--- config.mk ---
export PLATFORM = sky130hd
export DESIGN_NAME = teq_cell
export DESIGN_NICKNAME = d
export VERILOG_FILES = /design/src/sv/teq_pkg.sv /design/src/sv/teq_cell.sv
export SDC_FILE = /design/constraint.sdc
export NUM_CORES = 1
export LEC_CHECK = 0
export BUFFER_PORTS_ARGS = -buffer_cell sky130_fd_sc_hd__buf_2
export CORE_ASPECT_RATIO = 1.5
export CORE_MARGIN = 2
export CORE_UTILIZATION = 35
export CTS_CLUSTER_DIAMETER = 40
export DETAILED_ROUTE_END_ITERATION = 16
export PLACE_DENSITY = 0.76
export SLEW_MARGIN = 20
export SYNTH_ARGS = -nofsm -noshare
export SYNTH_HDL_FRONTEND = slang
export SYNTH_SLANG_ARGS = --single-unit
--- constraint.sdc ---
create_clock -name clk -period 3.1 [get_ports clk]
set_input_delay 0.155 -clock clk [delete_from_list [all_inputs] [get_ports clk]]
set_output_delay 0.155 -clock clk [all_outputs]
set_load 0.05 [all_outputs]
--- src/sv/teq_pkg.sv ---
// Shared types and constants for the timed event queue.
`default_nettype none

package teq_pkg;

    localparam int TIME_W       = 32;
    localparam int TGT_W        = 8;
    localparam int DEFAULT_DEPTH = 64;

    localparam logic CMD_INSERT = 1'b0;
    localparam logic CMD_POP    = 1'b1;

    typedef enum logic [1:0] {
        ST_DONE  = 2'd0,
        ST_EMPTY = 2'd1,
        ST_FULL  = 2'd2
    } teq_status_t;

    // Broadcast to every cell each cycle
    typedef struct packed {
        logic              ins;   // accepted insert that fits
        logic              pop;   // accepted pop on a non-empty queue
        logic [TIME_W-1:0] key;
        logic [TGT_W-1:0]  tgt;
    } teq_ctrl_t;

endpackage

`default_nettype wire

--- src/sv/teq_cell.sv ---
// One slot of the sorted chain: holds an event and shifts with its neighbors.
`default_nettype none

module teq_cell
    import teq_pkg::*;
#(
    parameter int QUEUE_DEPTH = DEFAULT_DEPTH,
    parameter int INDEX       = 0
) (
    input  wire logic                                 clk,
    input  wire teq_ctrl_t                            ctrl,
    input  wire logic [$clog2(QUEUE_DEPTH+1)-1:0]     occ,
    input  wire logic                                 left_ge,
    input  wire logic [TIME_W-1:0]                    left_time,
    input  wire logic [TGT_W-1:0]                     left_tgt,
    input  wire logic [TIME_W-1:0]                    right_time,
    input  wire logic [TGT_W-1:0]                     right_tgt,
    output logic                                      ge,
    output logic [TIME_W-1:0]                         time_q,
    output logic [TGT_W-1:0]                          tgt_q
);

    localparam int OCC_W = $clog2(QUEUE_DEPTH + 1);

    logic [TIME_W-1:0] time_reg, time_next;
    logic [TGT_W-1:0]  tgt_reg, tgt_next;
    logic              valid;

    assign valid  = occ > OCC_W'(INDEX);
    // New event lands at the first slot not strictly earlier than it
    assign ge     = !valid || (time_reg >= ctrl.key);
    assign time_q = time_reg;
    assign tgt_q  = tgt_reg;

    always_comb
    begin
        time_next = time_reg;
        tgt_next  = tgt_reg;
        if (ctrl.ins && ge)
        begin
            if (left_ge)
            begin
                time_next = left_time;
                tgt_next  = left_tgt;
            end
            else
            begin
                time_next = ctrl.key;
                tgt_next  = ctrl.tgt;
            end
        end
        else if (ctrl.pop)
        begin
            time_next = right_time;
            tgt_next  = right_tgt;
        end
    end

    always_ff @(posedge clk)
    begin
        time_reg <= time_next;
        tgt_reg  <= tgt_next;
    end

endmodule

`default_nettype wire

=== Word-level counts from Yosys, hierarchy flattened ===
Cells that the tools add are included.

* Memories: 0
* Bits of input ports: 131
* Register bits: 40
* Word-level logic and storage cells: 14
* Output and inout port bits: 41
* Bits in writable memories: 0
* Bits in read-only memories: 0
* Latch bits: 0

* $lt $le $gt $ge: 2
* Multipliers: 0
* Bitwise logic cells: 0
* Equal/unequal tests: 0
* Div/mod/pow operators: 0
* Reductions and logical operators: 4
* Multiplexer cells: 6
* Add/subtract/negate cells: 0
* Shift operators: 0

{| class="wikitable"
|+ Operators with widths
! kind !! number
|-
| 32-bit two-way mux || 3
|-
| 32-bit greater-or-equal comparator || 1
|-
| 8-bit two-way mux || 3
|-
| 7-bit by 1-bit greater-than comparator with 1-bit output, second input constant || 1
|-
| 2-bit nonzero test || 1
|-
| 1-bit logical AND || 1
|-
| 1-bit zero test || 1
|-
| 1-bit logical OR || 1
|}

=== Longest topological paths before layout ===
Gate-level depths: netlist of the first run.

* Depth after elaboration: 5
* Depth in mapped cells: 9
* Mapped depth without buffers: 8

=== Least setup slack after synthesis of the first run ===
OpenSTA, ideal clock, no wires.

* Path type: reg-to-reg
* Start point: reg time_reg[0] (netlist: time_q[0])
* End point: reg tgt_reg[0] (netlist: tgt_q[0]) (enable)
* Cell stages (with the launch flop): 10
* Required time: 2.563 ns
* Data arrival time: 2.996 ns
* Library setup time: 0.537 ns
* Path buffers: 1
* Clock period less this slack: 3.533 ns
* Path slack: -0.433 ns
* Cells stage by stage: edfxtp_1 > inv_1 > ha_1 > nand2b_1 > a2111o_1 > a31oi_1 > o21ai_1 > a41oi_4 > buf_6 > nand2b_1

* Longest elaborated chain between the ends: 4

{| class="wikitable"
|+ Ends and longest elaborated chain
! element !! line !! text
|-
| from (decl) || teq_cell.sv:25 || <nowiki>logic [TIME_W-1:0] time_reg, time_next;</nowiki>
|-
| from (signal assigned) || teq_cell.sv:61 || <nowiki>time_reg <= time_next;</nowiki>
|-
| 32-bit greater-or-equal comparator || teq_cell.sv:31 || <nowiki>assign ge = !valid || (time_reg >= ctrl.key);</nowiki>
|-
| 1-bit logical OR || teq_cell.sv:31 ||
|-
| 1-bit logical AND || teq_cell.sv:39 || <nowiki>if (ctrl.ins && ge)</nowiki>
|-
| 2-bit nonzero test (no source line) || n/a ||
|-
| to (signal assigned) || teq_cell.sv:62 || <nowiki>tgt_reg <= tgt_next;</nowiki>
|-
| to (decl) || teq_cell.sv:26 || <nowiki>logic [TGT_W-1:0] tgt_reg, tgt_next;</nowiki>
|}

No other way between the ends.
A chain may end at the register's enable or synchronous reset.

=== Final worst setup path of the first run ===
* Start point: reg time_reg[0] (netlist: time_q[0])
* End point: reg time_reg[8] (netlist: time_q[8]), data pin

* Longest elaborated chain between the ends: 4

{| class="wikitable"
|+ Ends and longest elaborated chain
! element !! line
|-
| 32-bit greater-or-equal comparator || teq_cell.sv:31
|-
| 1-bit logical OR || teq_cell.sv:31
|-
| 1-bit logical AND || teq_cell.sv:39
|-
| 32-bit two-way mux || teq_cell.sv:39
|-
| via time_next[8] || teq_cell.sv:25
|}

The timed path passes the listed nets, and every way through them passes these cells.

==> results of run 1 <==
==> logic make-up (layout without fill, tap and decap cells) <==
kind of cell / count (synthesis) / in the layout / share of synthesized area
muxes: 49 / 49 / 0.2211
and+or+nand+nor: 61 / 61 / 0.08756
AOI/OAI and AO/OA: 59 / 59 / 0.1149
adders and majority gates: 32 / 32 / 0.1268
DFF: 40 / 40 / 0.3803
buffers and inverters: 45 / 217 / 0.06933
==> power by group through the flow <==
| stage | combinational [W] | sequential, W | clock (W) |
|---|---|---|---|
| floorplan | 0.000389 | 0.000994 | 0 |
| global placement | 0.000848 | 0.000744 | 0 |
| detailed placement | 0.000866 | 0.000748 | 0 |
| CTS | 0.000869 | 0.000737 | 0.000500 |
| global route | 0.000931 | 0.000744 | 0.000524 |
| finish | 0.000857 | 0.000737 | 0.000486 |
==> cell usage after synthesis, types with 2 or more instances <==
cell	instances	area share
clkbuf_1	6	0.0071
nand2b_1	2	0.0040
ha_1	32	0.13
a21o_1	2	0.0048
clkbuf_8	2	0.0087
o21ai_0	36	0.057
nand2_1	42	0.050
edfxtp_1	40	0.38
mux2_4	39	0.19
nor3_1	2	0.0032
inv_1	33	0.039
buf_6	4	0.014
nor2_1	5	0.0059
mux2_2	10	0.036
a21oi_1	11	0.017
nand3_1	4	0.0063
==> cell type report <==
cell class,count,area share
clock inverters,1,0.0008831
inverters,33,0.02914
multi-input cells,201,0.4107
well taps,110,0.03238
clock buffers,7,0.03120
repair buffers,176,0.2131
flip-flops and latches,40,0.2826
==> through the flow <==
| stage | area (um2) | instances | total power (W) | setup WS, ns |
|---|---|---|---|---|
| after CTS | 4250 | 568 | 0.002106 | 0.1466 |
| after global routing | 4250 | 568 | 0.002199 | 0.05063 |
| after detailed placement | 4114 | 560 | 0.001613 | 0.1729 |
| final | 4250 | 568 | 0.002080 | 0.2030 |
| after global placement | 4114 | 560 | 0.001592 | 0.2489 |
| after floorplan | 3166 | 286 | 0.001383 | 0.2195 |
==> path summary, 6_finish.rpt <==
path | depth (start not counted) | endpoint | from
worst max-delay path | 10 | time_q[8] | time_q[0]
worst min-delay path | 2 | time_q[28] | right_time[28]
worst max register to register | 10 | time_q[8] | time_q[0]
worst min register to register | 6 | time_q[19] | time_q[27]
==> critical path: stages, from the launching register on <==
cell      delay, ns
edfxtp_1       0.38
inv_1          0.07
ha_1           0.21
nand2b_1       0.14
a2111o_1       0.40
a31oi_1        0.22
o21ai_1        0.17
a41oi_4        0.28
buf_12         0.25
buf_4          0.21
mux2_4         0.31
==> state kept, by name, indices dropped and copies added, names as in the netlist <==
register and count:
tgt_q 8, time_q 32
==> per-layer routing <==
layer,global-route usage,vias to the layer above,share of wire
li1,-,1370,-
met1,0.1729,1237,0.38
met2,0.2987,90,0.55
met3,0.01418,11,0.046
met4,0.04873,0,0.017
met5,0,-,0
==> metrics.yaml, run 1 <==
synthArstFlopShare: 0
slew_headroom: 0.5492
drtIter0Drc: 85
p_clk_frac: 0.234
switching_share: 0.3650
vdd_drop_max_v: 0.0003015
max_freq_ghz: 0.3452
syn_inst: 286
skew_ns: 0.003607
arrival_ns: 2.92
seq_power_share: 0.354
die_w_um: 81.56
power_frac_comb: 0.412
antenna_left: 0
dieArea_um2: 9815
critPathRequiredTime_ns: 3.12
syn2layout_area_growth_pct: 34.59
fin_nets: 620
avgSynthCellArea_um2: 11.04
multi_input_area_um2: 1745
grt-ovfl-total: 0
drc_errors: 0
worstSetupStartpointType: "flop"
r2r_slack_ns: 0.20
clock-root-buffer: "clkbuf_16"
critical_path_peak_fanout: 22
fin_util: 0.4843
wl_per_cell_um: 13.42
antenna_found_initial: 0
final.min_clock_period_ns: 2.897
cts.htree.levels: 2
synth.net_count: 449
clk_path_buf_depth: 2
rsz0062_at_grt: "false"
wirelength_um: 7621
start_util: 0.3599
status: "complete, no violations"
synthFlopType: "edfxtp_1"
core_um2: 8776
clock_sinks: 40
synth_edf_count: 40
final_common_cell: "buf_2"
diodes: 0
grt_max_degree: 41
layout-drive-gt1-share: 0.5197
endpoint_kind: "flop"
grt_pass1_wl_um: 11860
regArea_um2: 1201
maxCapViolCount: 0
p_leak_nw: 2.224
hpwl_um: 6248
yosysSeqAreaShare: 0.3803
finalMaxSlewViolations: 0
synth-seq-cells: 40
fill_cells: 821
cts_buffers: 5
post-cts-setup-buffer-count: 0
clk_pin_slew_worst_paths_ns: 0.06
insertion_delay_ns: 0.28
cts_tree: "done"
whs_ns: 0.1774
ys_types: 32
num_rows: 42
worstMarginPinSlew_ns: 0.6762
cts.hold.buffers_added: 0
tns_ns: 0
critical_path_class: "reg -> reg"
port_buffers: 171
grtUsageTotal: 0.1554
final_cell_mix: "buf_2 (171), nand2_1 (42), edfxtp_1 (40), mux2_4 (39), o21ai_0 (36)"
hold_viol_final: 0
vias_per_cell: 4.768
cts_resized: 0
first_pass_iters: 4
die_h_um: 120.3
routed-via-count: 2708
worst_hold_path_type: "in -> reg"
synth_warnings: 0
finalCritPeriodShare: 0.9345
io_pins: 172
power_switching_w: 0.0007592
synthesis.area_um2: 3158
place_congestion: 0.7961
setup_viol: 0
pwr_density_cell_nw_per_um2: 489.4
internal-power_w: 0.001321
grt_pass1_vias: 2689
Note: power is estimated with default switching activity, not from simulation.
==> inputs of run 2 (changes only) <==
==> constraint.sdc (replaced) <==
create_clock -name clk -period 3.1 [get_ports clk]
set_input_delay 0 -clock clk [delete_from_list [all_inputs] [get_ports clk]]
set_output_delay 0 -clock clk [all_outputs]
set_load 0.02 [all_outputs]
==> run 2 against run 1 <==
Core utilization is 0.19 points higher. Fmax is 4.9% higher. Power decreased by 3.8%. Final cell count is the same. Critical path type unchanged. Clock-buffer cell count shrank 1. Clock skew is 0.0038 ns higher. Sequential power barely moved. Register-to-register slack gained 0.13 ns. Highest routed layer unchanged. Largest cell class unchanged. Cell area rose by 0.38%.
==> metrics.yaml, run 2 (same netlist as run 1, synthesis figures left out) <==
fin_nets: 620
num_rows: 42
core_um2: 8776
switching_share: 0.2993
final.setup.worst_slack_ns: 0.3373
layout-drive-gt1-share: 0.5240
pwr_density_cell_nw_per_um2: 468.9
finalCritPeriodShare: 0.8912
io_pins: 172
status: "complete, no violations"
clk_pin_slew_worst_paths_ns: 0.06
worst_hold_path_type: "in -> reg"
grt_max_degree: 72
whs_ns: 0.01214
fill_cells: 793
hpwl_um: 6566
finalMaxSlewViolations: 0
grt_pass1_wl_um: 11840
first_pass_iters: 5
largest_reg_flops: 32
hold_start: "right_time[29]"
hold_viol_final: 0
placed_cells: 560
wl_per_cell_um: 13.85
critPathRequiredTime_ns: 3.11
cts.hold.buffers_added: 0
die_h_um: 120.3
dieArea_um2: 9815
grt_pass1_vias: 2754
critical_path_class: "reg -> reg"
reg2reg_depth: 10
p_leak_nw: 2.229
routed-via-count: 2735
skew_ns: 0.007388
tns_ns: 0
max_freq_ghz: 0.3620
seq_power_share: 0.367
reg2reg_to: "time_q[19]"
power_switching_w: 0.0005987
start_util: 0.3599
power_frac_comb: 0.346
vias_per_cell: 4.815
wirelength_um: 7866
clock-root-buffer: "clkbuf_16"
cts_tree: "done"
antenna_found_initial: 0
vdd_drop_max_v: 0.0002707
slew_headroom: 0.5863
whs_path_depth: 2
pre_cts_ws_ns: 0.1970
clock_sinks: 40
antenna_left: 0
critical_path_peak_fanout: 21
drtIter0Drc: 63
endpoint_kind: "flop"
final_common_cell: "buf_2"
place_congestion: 0.8048
internal-power_w: 0.001402
setup_viol: 0
drc_errors: 0
worstMarginPinSlew_ns: 0.6206
grtUsageTotal: 0.1592
die_w_um: 81.56
port_buffers: 171
insertion_delay_ns: 0.28
worstSetupStartpointType: "flop"
clk_path_buf_depth: 2
grt-ovfl-total: 0
cts_buffers: 5
syn2layout_area_growth_pct: 35.10
rsz0062_at_grt: "false"
final.min_clock_period_ns: 2.763
fin_cells: 568
arrival_ns: 2.78
maxCapViolCount: 0
p_clk_frac: 0.287
reg2reg_from: "time_q[0]"
r2r_slack_ns: 0.34
final_cell_mix: "buf_2 (170), nand2_1 (42), edfxtp_1 (40), mux2_4 (39), o21ai_0 (36)"
cts.htree.levels: 2
diodes: 0
worstHoldEndpoint: "time_q[29]"
## run 2: changes by cell type in the layout (fill, tap and decap cells not counted), sizes merged
| cell | delta |
|---|---|
| bufinv | +1 |
| clkbuf | -1 |
## run 2: critical path: stages, from the launching register on
cell and delay, ns:
edfxtp_1 0.39, inv_1 0.07, ha_1 0.21, nand2b_1 0.14, a2111o_1 0.40, a31oi_1 0.23, o21ai_1 0.17, a41oi_4 0.27
buf_6 0.29, nand2b_2 0.09, buf_4 0.23
## run 2: repair_timing
item                                   in CTS  in global routing
setup endpoints to repair                   0                  8
endpoints found under the hold margin       0                  0
setup buffers                               0                  0
resized for setup                           0                  1
## run 2: area by class of cell
cell class | count | area [um2] | share of cell area
Clock buffer | 6 | 128.9 | 0.03021
Clock inverter | 2 | 35.03 | 0.008211
Sequential cell | 40 | 1201 | 0.2815
Tap cell | 110 | 137.6 | 0.03226
Timing Repair Buffer | 176 | 899.6 | 0.2109
Multi-Input combinational cell | 201 | 1740 | 0.4079
Inverter | 33 | 123.9 | 0.02903
## run 2: through the flow
| step | utilization | cell area, um2 | power, W |
|---|---|---|---|
| 3_5_place_dp | 0.4668 | 4096 | 0.001444 |
| 4_1_cts | 0.4855 | 4260 | 0.002026 |
| 6_report | 0.4862 | 4267 | 0.002000 |
| 2_1_floorplan | - | 3161 | 0.001214 |
| 3_3_place_gp | 0.4668 | 4096 | 0.001423 |
| 5_1_grt | 0.4862 | 4267 | 0.002106 |
## run 2: layer usage
metal	up-vias	track usage	share of wire
li1	1364	-	-
met3	24	0.02836	0.062
met5	-	0	0
met2	117	0.3079	0.55
met1	1230	0.1490	0.35
met4	0	0.08898	0.039
## run 2: power groups by stage
stage	combinational (W)	sequential [W]	clock, W
6_report	0.000692	0.000734	0.000574
5_1_grt	0.000758	0.000743	0.000604
4_1_cts	0.000701	0.000735	0.000589
3_5_place_dp	0.000698	0.000746	0
3_3_place_gp	0.000681	0.000743	0
2_1_floorplan	0.000380	0.000834	0
## run 2: how the worst max path moves through the flow
stage	start	to	slack (ns)	cells after the start
after floorplan	time_q[0]	tgt_q[0]	0.19	9
after global placement	time_q[0]	time_q[19]	0.28	10
after detailed placement	time_q[0]	time_q[18]	0.20	10
after CTS	time_q[0]	time_q[18]	0.18	10
after global routing	time_q[0]	time_q[18]	0.09	10
final	time_q[0]	time_q[19]	0.34	10
